$ cat src/hdl/rsc_ram.sv
// Generic single-write, single-read RAM with registered read data.
module rsc_ram #(
	parameter int WIDTH = 32,
	parameter int DEPTH = 128
) (
	input  logic                     clk,
	input  logic                     we,
	input  logic [$clog2(DEPTH)-1:0] waddr,
	input  logic [WIDTH-1:0]         wdata,
	input  logic                     re,
	input  logic [$clog2(DEPTH)-1:0] raddr,
	output logic [WIDTH-1:0]         rdata
);

	logic [WIDTH-1:0] mem [DEPTH];

	always_ff @(posedge clk) begin
		if (we) begin
			mem[waddr] <= wdata;
		end
		if (re) begin
			rdata <= mem[raddr];
		end
	end

endmodule

$ cat config.mk
export PLATFORM = sky130hd
export DESIGN_NAME = rsc_ram
export DESIGN_NICKNAME = d
export VERILOG_FILES = /design/src/hdl/rsc_ram.sv
export SDC_FILE = /design/constraint.sdc
export NUM_CORES = 2
export LEC_CHECK = 0
export BUFFER_PORTS_ARGS = -buffer_cell sky130_fd_sc_hd__buf_2
export CAP_MARGIN = 20
export CORE_AREA = 2 2 738 740
export DETAILED_ROUTE_END_ITERATION = 10
export DIE_AREA = 0 0 740 742
export GPL_ROUTABILITY_DRIVEN = 0
export PLACE_DENSITY_LB_ADDON = 0.12
export REMOVE_ABC_BUFFERS = 1
export SETUP_SLACK_MARGIN = 0.5
export SYNTH_ARGS = -nofsm -noshare
export SYNTH_HDL_FRONTEND = slang
export SYNTH_SLANG_ARGS = --single-unit
export TNS_END_PERCENT = 10
$ cat constraint.sdc
create_clock -name clk -period 4.5 [get_ports clk]
set_clock_uncertainty 0.15 [all_clocks]
set_input_delay 0.225 -clock clk [delete_from_list [all_inputs] [get_ports clk]]
set_output_delay 0.225 -clock clk [all_outputs]
set_load 0.02 [all_outputs]
==> out/qor.yml <==
pwr:
  ir_worst_vdd_v: 0.000315
  p_int_mw: 64.7
  pwr-share-seq_pct: 51.2
  p_sw_share_pct: 22.4
  p_switching_mw: 18.7
  pwr_density_cell_nw_per_um2: 450
  pwr-share-comb_pct: 5.5
  p_leak_nw: 55.9
  p_clk_share_pct: 43.3
  p_total_mw: 83.4
timing:
  setup_viol: 0
  timing.final.ws_setup_ns: 1.29
  drv_slew: 0
  final-hold-violation-count: 0
  worst_pin_slew_ns: 1.15
  rsz0062_at_grt: "false"
  relSlewSlack_pct: 23.2
  max_freq_mhz: 311
  setup_tns_ns: 0
  period_minus_slack_ns: 3.21
  fin_crit_sh_pct: 71.4
worst_setup_path:
  cpMostUsedCell: "mux4_2"
  required_ns: 5.12
  critPathLaunchType: "flip-flop"
  max_stage_delay_ns: 0.64
  path_cells: "mux4_2, mux4_2, mux4_2, dlygate4sd3_1, mux2_2"
  crit_fanout: 1
  rrSetupSlack_ns: 1.29
  critPathKind: "flip-flop to flip-flop"
  slowest_stage: "mux4_2"
  crit_buf_inv: 1
  crit_arrival_ns: 3.84
  crit_family: "multiplexers"
  cp-end-kind: "flip-flop"
job:
  cap_violations: 0
grt:
  grt_overflow: 0
  grtUsageTotal_pct: 18.5
  antenna_found_initial: 102
  grt_pass1_vias: 74000
  grt_pass1_wl_um: 688000
  grt_max_degree: 129
finish:
  fin_nets: 6694
  layout-drive-gt1-share_pct: 36.6
  areaGrowthSynthToFinish_pct: 18.2
  multi_input_area_um2: 32300
  final_area_um2: 185000
  register_area_um2: 124000
  fin_util_pct: 34.2
  num-fill-cells: 50000
placement:
  place_area_um2: 170000
  port_buffers: 80
  dp_slack_ns: 0.458
  dp_hpwl_um: 295000
drt:
  drc: 0
  via_count: 72200
  dr.first_iter.drc_count: 8875
  routed_wl_um: 516000
  first_pass_iters: 6
  avgRoutedWirePerCell_um: 36.0
  viasPerCell: 5.04
  ant_nets: 0
floorplanning:
  die_y_um: 742
  rows: 271
  core_um2: 542000
  die_w_um: 740
  die-area_um2: 549000
  io_pins: 81
  start_util_pct: 28.9
worst_hold_path:
  hp-class: "input port to flip-flop"
logic_synthesis:
  synth-seq-area-share_pct: 79.2
  syn-cell-area_um2: 157000
  ys_seq_elements: 4128
  synth_warnings: 0
  synth_cell_type_count: 16
  syn_inst: 5990
  synth_area_per_cell_um2: 26.1
clocking:
  clock-sinks: 4128
  root_buffer: "clkbuf_16"
  htree_levels: 5
  clock_latency_ns: 1.05
  numCtsBuffers: 455
  cts_resized: 0
  cts_buffer_depth: 4
  clkTransAtPathRegs_ns: 0.06
  cts_tree: "yes"
outcome:
  status: "finished, final reports clean"
[repair_timing]
item                      4_1_cts  5_1_grt
buffers inserted                0        0
hold buffers                   52        1
hold endpoints to repair     3398       17
[flip-flops by register name, summed over array words and instances, names as in the netlist]
name	flops
mem	4096
rdata	32
[synthesized netlist by cell type (all sizes together)]
library cell / instances / area, um^2
edfxtp: 4128 / 124000
mux4: 1344 / 30300
clkbuf: 182 / 683
buf: 134 / 628
nor2: 122 / 458
mux2: 32 / 360
nand2: 14 / 52.6
nand3: 12 / 60.1
nor3: 9 / 45.0
nor2b: 7 / 43.8
nand4: 3 / 18.8
nand2b: 2 / 12.5
or3: 1 / 6.26
[stage by stage]
step | hold slack, ns | cells
3_3_place_gp | 0.437 | 13400
4_1_cts | 0.0166 | 14200
6_report | 0.0995 | 14300
2_1_floorplan | 0.174 | 5674
5_1_grt | 0.0851 | 14300
3_5_place_dp | 0.450 | 13400
[layout by cell type, fill, tap and decap left out]
master | Yosys | layout
buf_6 | 2 | 1
nand3_1 | 12 | 8
inv_8 | 0 | 1
nor3_2 | 0 | 9
nand2b_1 | 2 | 2
buf_16 | 0 | 3
mux4_2 | 1344 | 1344
buf_4 | 3 | 297
inv_16 | 0 | 1
mux2_2 | 32 | 32
nand4_1 | 3 | 3
buf_8 | 0 | 3
dlygate4sd3_1 | 0 | 53
nor2_1 | 122 | 3
edfxtp_1 | 4128 | 4128
nand3_2 | 0 | 4
inv_6 | 0 | 5
diode_2 | 0 | 68
clkinv_8 | 0 | 4
clkinv_16 | 0 | 13
buf_12 | 0 | 115
nand2_1 | 14 | 11
clkinv_1 | 0 | 123
nand2_2 | 0 | 3
bufinv_16 | 0 | 31
nor2b_1 | 7 | 7
buf_2 | 79 | 42
nor2_4 | 0 | 119
or3_1 | 1 | 1
clkinv_2 | 0 | 69
clkinvlp_4 | 0 | 10
clkbuf_1 | 182 | 112
clkbuf_16 | 0 | 460
[cell type report]
class	instances	area share, %
well taps	7234	4.89
clock buffers	572	6.44
diodes	68	0.0919
multi-input cells	1546	17.4
repair buffers	514	2.92
flip-flops and latches	4128	66.9
clock inverters	257	1.27
[power groups by stage]
stage | clock [mW] | combinational (mW) | sequential (mW)
4_1_cts | 37.0 | 4.76 | 42.7
6_report | 36.1 | 4.62 | 42.7
3_5_place_dp | 0 | 4.71 | 43.5
2_1_floorplan | 0 | 1.57 | 43.4
3_3_place_gp | 0 | 4.66 | 43.5
5_1_grt | 38.4 | 4.85 | 42.7
[final timing paths]
| kind | from | to | cells past startpoint |
|---|---|---|---|
| max | mem[23][0] | rdata[0] | 5 |
| min | wdata[7] | mem[51][7] | 2 |
| max reg2reg | mem[23][0] | rdata[0] | 5 |
| min reg2reg | mem[122][26] | rdata[26] | 4 |
[cells by family (layout without fill, tap and decap cells)]
| group | after synthesis | in the layout | share of synthesized area, % |
|---|---|---|---|
| buf+inv | 316 | 1343 | 0.837 |
| flops | 4128 | 4128 | 79.2 |
| mux | 1376 | 1376 | 19.6 |
| other cells | 0 | 68 | 0 |
| simple gates | 170 | 170 | 0.445 |
[per-layer routing]
metal  up-vias  GRT usage (%)  share of wire [%]
met5         -              0              0.017
met1     41400           26.8                 45
met3       515           2.75                5.7
met4        14           2.83                1.5
li1      27900              -                  -
met2      2330           30.2                 48
Power figures use the tool's default switching activity.
