$ cat config.mk
export PLATFORM = sky130hd
export DESIGN_NAME = rsc_div
export DESIGN_NICKNAME = d
export VERILOG_FILES = /design/src/hdl/rsc_pkg.sv /design/src/hdl/rsc_div.sv
export SDC_FILE = /design/constraint.sdc
export NUM_CORES = 1
export LEC_CHECK = 0
export BUFFER_PORTS_ARGS = -buffer_cell sky130_fd_sc_hd__buf_4
export CAP_MARGIN = 20
export CORE_ASPECT_RATIO = 0.6
export CORE_MARGIN = 3
export CORE_UTILIZATION = 59
export CTS_CLUSTER_SIZE = 28
export DETAILED_ROUTE_END_ITERATION = 10
export GPL_ROUTABILITY_DRIVEN = 0
export PLACE_DENSITY_LB_ADDON = 0.12
export SYNTH_ARGS = -nofsm -noshare
export SYNTH_HDL_FRONTEND = slang
export SYNTH_SLANG_ARGS = --single-unit
$ cat constraint.sdc
create_clock -name clk -period 5.42 [get_ports clk]
set_clock_uncertainty 0.2 [all_clocks]
set_input_delay 0.813 -clock clk [delete_from_list [all_inputs] [get_ports clk]]
set_output_delay 0.813 -clock clk [all_outputs]
set_load 0.02 [all_outputs]
$ cat src/hdl/rsc_pkg.sv
// Shared types and constants for the RPN stack calculator.
package rsc_pkg;

	localparam int WORD_W = 32;

	localparam logic [WORD_W-1:0] Q_MAX = 32'h7FFF_FFFF;
	localparam logic [WORD_W-1:0] Q_MIN = 32'h8000_0000;

	typedef enum logic [3:0] {
		OP_PUSH     = 4'd0,
		OP_ADD      = 4'd1,
		OP_MUL      = 4'd2,
		OP_SUB      = 4'd3,
		OP_DIV      = 4'd4,
		OP_MOD      = 4'd5,
		OP_PEEK     = 4'd6,
		OP_DUP      = 4'd7,
		OP_SWAP     = 4'd8,
		OP_CLEAR    = 4'd9,
		OP_POP_SHOW = 4'd10
	} op_t;

	typedef struct packed {
		logic [3:0]               op;
		logic signed [WORD_W-1:0] number;
	} cmd_word_t;

	typedef struct packed {
		logic signed [WORD_W-1:0] value;
		logic                     value_valid;
		logic                     underflow;
		logic                     overflow;
		logic                     divide_by_zero;
		logic                     swap_short;
		logic                     saturated;
		logic [7:0]               depth;
	} res_word_t;

endpackage

$ cat src/hdl/rsc_div.sv
// Restoring unsigned divider, one quotient bit per cycle.
module rsc_div #(
	parameter int DW = 48
) (
	input  logic          clk,
	input  logic          arst_n,
	input  logic          start,
	input  logic [DW-1:0] dividend,
	input  logic [31:0]   divisor,
	output logic          done,
	output logic [DW-1:0] quotient,
	output logic [31:0]   remainder
);

	import rsc_pkg::*;

	localparam int IW = $clog2(DW);

	logic          busy_q;
	logic          done_q;
	logic [IW-1:0] iter_q;
	logic [DW-1:0] quo_q;
	logic [31:0]   rem_q;
	logic [31:0]   dvs_q;
	logic [32:0]   trial;
	logic [32:0]   diff;
	logic          fits;

	always_comb begin
		trial = {rem_q, quo_q[DW-1]};
		fits  = trial >= {1'b0, dvs_q};
		diff  = trial - {1'b0, dvs_q};
	end

	always_ff @(posedge clk or negedge arst_n) begin
		if (!arst_n) begin
			busy_q <= 1'b0;
			done_q <= 1'b0;
			iter_q <= '0;
		end else begin
			done_q <= 1'b0;
			if (start) begin
				busy_q <= 1'b1;
				iter_q <= '0;
			end else if (busy_q) begin
				if (iter_q == IW'(DW - 1)) begin
					busy_q <= 1'b0;
					done_q <= 1'b1;
				end
				iter_q <= iter_q + 1'b1;
			end
		end
	end

	always_ff @(posedge clk) begin
		if (start) begin
			quo_q <= dividend;
			rem_q <= '0;
			dvs_q <= divisor;
		end else if (busy_q) begin
			quo_q <= {quo_q[DW-2:0], fits};
			rem_q <= fits ? diff[31:0] : trial[31:0];
		end
	end

	assign done      = done_q;
	assign quotient  = quo_q;
	assign remainder = rem_q;

endmodule

==> impl_summary.txt <==
----------------------------------------------------
[Run status]
  Run status ... finished, final reports clean

[Timing]
  Fin worst setup slack ... 1.70 ns
  Total negative slack ... 0 ns
  Max-slew headroom at the worst pin ... 37.8%
  Achievable Freq ... 268 MHz
  Hold slack ... 0.00867 ns
  Final number of hold-violating endpoints ... 0
  Slew Limit Fails ... 0
  Final critical-path required period ... 3.72 ns
  Unrepaired setup endpoints after global routing ... no
  # setup viols final ... 0
  Worst slew pin tran ... 0.931 ns
  Portion of the clock cycle consumed by the worst path in the final layout ... 68.7%

[Pwr]
  Fraction of power consumed by the clock network ... 26.7%
  Gate power share ... 43.0%
  Net switching power ... 0.00163 W
  Switching share of total power ... 38.6%
  Seq pwr share ... 30.3%
  Power per unit of standard cell area ... 476 nW/um^2
  IR Drop Worst-Case VDD ... 0.257 mV
  Static Leak ... 3.81 nW
  Internal cell power ... 0.00258 W

[Logic synthesis]
  Distinct cells, synth ... 66
  Top cell type by total area after synthesis ... sky130_fd_sc_hd__edfxtp_1
  FF+latch count, synth ... 120
  Number of warnings reported in the yosys synthesis log ... 0
  Gate count after technology mapping ... 668
  EDFF count, synth ... 80
  Sequential-to-total area share from yosys stat ... 46.8%
  Netlist area before placement ... 6940 um^2
  Syn_area_per_cell ... 10.4 um^2
  Dominant register cell in the synthesized netlist ... sky130_fd_sc_hd__edfxtp_1
  Proportion of synthesized flip-flops having asynchronous set or reset ... 6.67%
  Nets in the synthesized netlist ... 785
  Fraction of synthesized cell area taken by the top area cell type ... 34.6%
  Area contributors post-synth ... sky130_fd_sc_hd__edfxtp_1, sky130_fd_sc_hd__dfxtp_1, sky130_fd_sc_hd__mux2_2, sky130_fd_sc_hd__ha_1, sky130_fd_sc_hd__nor2_1

[Global routing]
  Global-route wire length before repair ... 30700 um
  Total gr overflow ... 0
  Global routing usage summed across all routing layers ... 28.7%
  Largest net degree at the start of global routing ... 63
  Vias in the first global route ... 6053
  Number of antenna violations at the first check in global routing ... 0

[Run]
  # Max-Cap Violations ... 0

[Place]
  Count of input and output buffers ... 163
  Placed cells ... 954
  Dpl ws ... 1.88 ns
  HPWL reported at the end of detailed placement ... 13000 um
  Placed Area ... 8230 um^2

[Clock network]
  Post-CTS setup buffer count ... 0
  Cts bufs inserted ... 17
  Clock insertion delay at the later pin of the skew report ... 0.41 ns
  Maximum number of buffers from clock root to sink ... 2
  TritonCTS clock tree ... built
  Number of hold buffers added after CTS ... 0
  Number of gates given a new drive strength after cts ... 0
  CTS clock-pin slew for the worst setup and hold paths ... 0.06 ns
  Clock root buffer ... sky130_fd_sc_hd__clkbuf_16
  # H-tree levels ... 4
  Total number of clock tree sinks ... 120

[Finish]
  Most frequent cells in the layout ... sky130_fd_sc_hd__buf_4, sky130_fd_sc_hd__edfxtp_1, sky130_fd_sc_hd__nor2_1, sky130_fd_sc_hd__mux2_2, sky130_fd_sc_hd__nand2_1
  Final cell count without fillers ... 988
  Fraction of layout instances using a drive strength above 1 ... 31.3%
  Filler cell count in the final layout ... 711
  Area grow syn2layout ... 27.5%
  Number of nets in the layout ... 937
  Most frequent standard cell in the layout excluding fill and tap cells ... sky130_fd_sc_hd__buf_4
  ANT cells ... 0
  Area of all placed cells without fillers ... 8850 um^2

[Min path]
  Hold Crit Class ... primary input to asynchronous set/reset pin

[Setup path]
  Largest stage delay, worst path ... 0.56 ns
  Buf/Inv on CP ... 2
  Startpoint type of the worst setup path ... flop
  Crit. End Element ... flop
  CP max stage cell ... sky130_fd_sc_hd__a221oi_1
  Destination of the worst register-to-register timing path ... remainder[30]
  Kind of critical path ... flop to flop
  Launch instance of the worst register-to-register path ... quotient[47]
  Reg2Reg Depth ... 12
  Required time worst endpoint ... 5.50 ns
  Cell family with the largest share of critical-path delay ... compound AO/OA/AOI/OAI gates
  Minimum setup slack among reg-to-reg paths ... 1.70 ns
  Critical path peak fanout ... 4
  Cells traversed along the worst timing path ... inv_1 -> ha_1 -> inv_1 -> fa_1 -> a21o_1 -> a221oi_1 -> o21ai_0 -> a21oi_1 -> nor3_1 -> mux2i_1 -> a2111oi_0 -> o211ai_1
  Most Frequent Cell on Critical Path ... sky130_fd_sc_hd__inv_1
  Data arrival time at the worst-slack endpoint ... 3.80 ns

[Floorplan]
  Placement row count ... 29
  I/O pin cnt ... 164
  Width of the die ... 146 um
  Total core area ... 11000 um^2
  Overall die area ... 13100 um^2
  Vertical extent of the die ... 90.0 um
  Effective utilization at floorplan ... 63.1%

[Route]
  Residual antenna-violating net count after detailed routing ... 0
  Drt wl/cell ... 19.2 um
  DRC errors left ... 0
  Violation count after the first detailed-routing iteration ... 704
  Vias ... 6081
  Mean number of vias per cell ... 6.15
  Length of the first detailed-routing pass in iterations ... 5
  DRT Wirelength ... 18900 um

----------------------------------------------------
power by group through the flow:
| stage | sequential, W | clock (W) | combinational, W |
|---|---|---|---|
| global placement | 0.00128 | 0 | 0.00168 |
| detailed placement | 0.00129 | 0 | 0.00173 |
| CTS | 0.00128 | 0.00113 | 0.00175 |
| floorplan | 0.00142 | 0 | 0.00104 |
| global route | 0.00130 | 0.00117 | 0.00196 |
| finish | 0.00128 | 0.00112 | 0.00181 |
logic make-up after synthesis:
group | after synthesis | synth area share (%)
mux | 50 | 8.08
compound gates | 170 | 18.0
simple gates | 194 | 13.4
flops | 120 | 46.8
xor+xnor | 24 | 3.03
fa+ha+maj | 34 | 6.24
buf+inv | 76 | 4.51
layer usage:
metal  vias to the layer above  wire [um]  share of wire (%)  global-route usage, %
li1                       2807          -                  -                      -
met1                      2864       7940                 42                   39.1
met2                       378       8700                 46                   44.5
met3                        32       2040                 11                   9.45
met4                         0        254                1.3                   7.43
met5                         -          0                  0                      0
worst max-delay path by stage:
stage | start | end | slack, ns | cells past startpoint
floorplan | quotient[47] | remainder[30] | 2.25 | 12
global placement | quotient[47] | remainder[20] | 1.96 | 12
detailed placement | dvs_q[18] | remainder[22] | 1.88 | 11
CTS | dvs_q[18] | remainder[25] | 1.83 | 11
global route | remainder[9] | remainder[21] | 1.43 | 10
finish | quotient[47] | remainder[30] | 1.70 | 12
stage by stage:
step                util, %  total power [W]
floorplan                 -          0.00246
global placement       74.8          0.00296
detailed placement     74.8          0.00302
CTS                    80.2          0.00416
global route           80.5          0.00442
finish                 80.5          0.00421
cells in the mapped netlist, drive strengths merged, types with 3 or more instances:
cell type  instances
a21boi             3
nand4              8
nand2             44
a2111oi            3
nor2              58
clkbuf            23
nand2b             3
nand3             37
and3               7
a21o              18
dfxtp             32
a21oi             29
ha                33
o21bai             8
dfrtp              8
edfxtp            80
xor2               9
o21ai             43
a311oi            24
or4               10
nor2b              3
o211ai            10
xnor2             15
o21a               6
nor3b              3
inv               40
buf               13
a31oi              4
a211oi             5
or3                5
mux2              48
nor3               7
area by class of cell:
| type | count | area (um^2) | area share [%] |
|---|---|---|---|
| multi-input combinational | 472 | 3390 | 38.3 |
| sequential | 120 | 3240 | 36.7 |
| timing repair buffer | 169 | 1290 | 14.6 |
| clock buffer | 21 | 460 | 5.20 |
| tap | 155 | 194 | 2.19 |
| inverter | 40 | 150 | 1.70 |
| clock inverter | 11 | 123 | 1.39 |
sequential cells by signal, summed over array words and instances (netlist names):
register	flops
quotient	48
iter_q	6
dvs_q	32
busy_q	1
done	1
remainder	32
(Power assumes the default switching activity.)
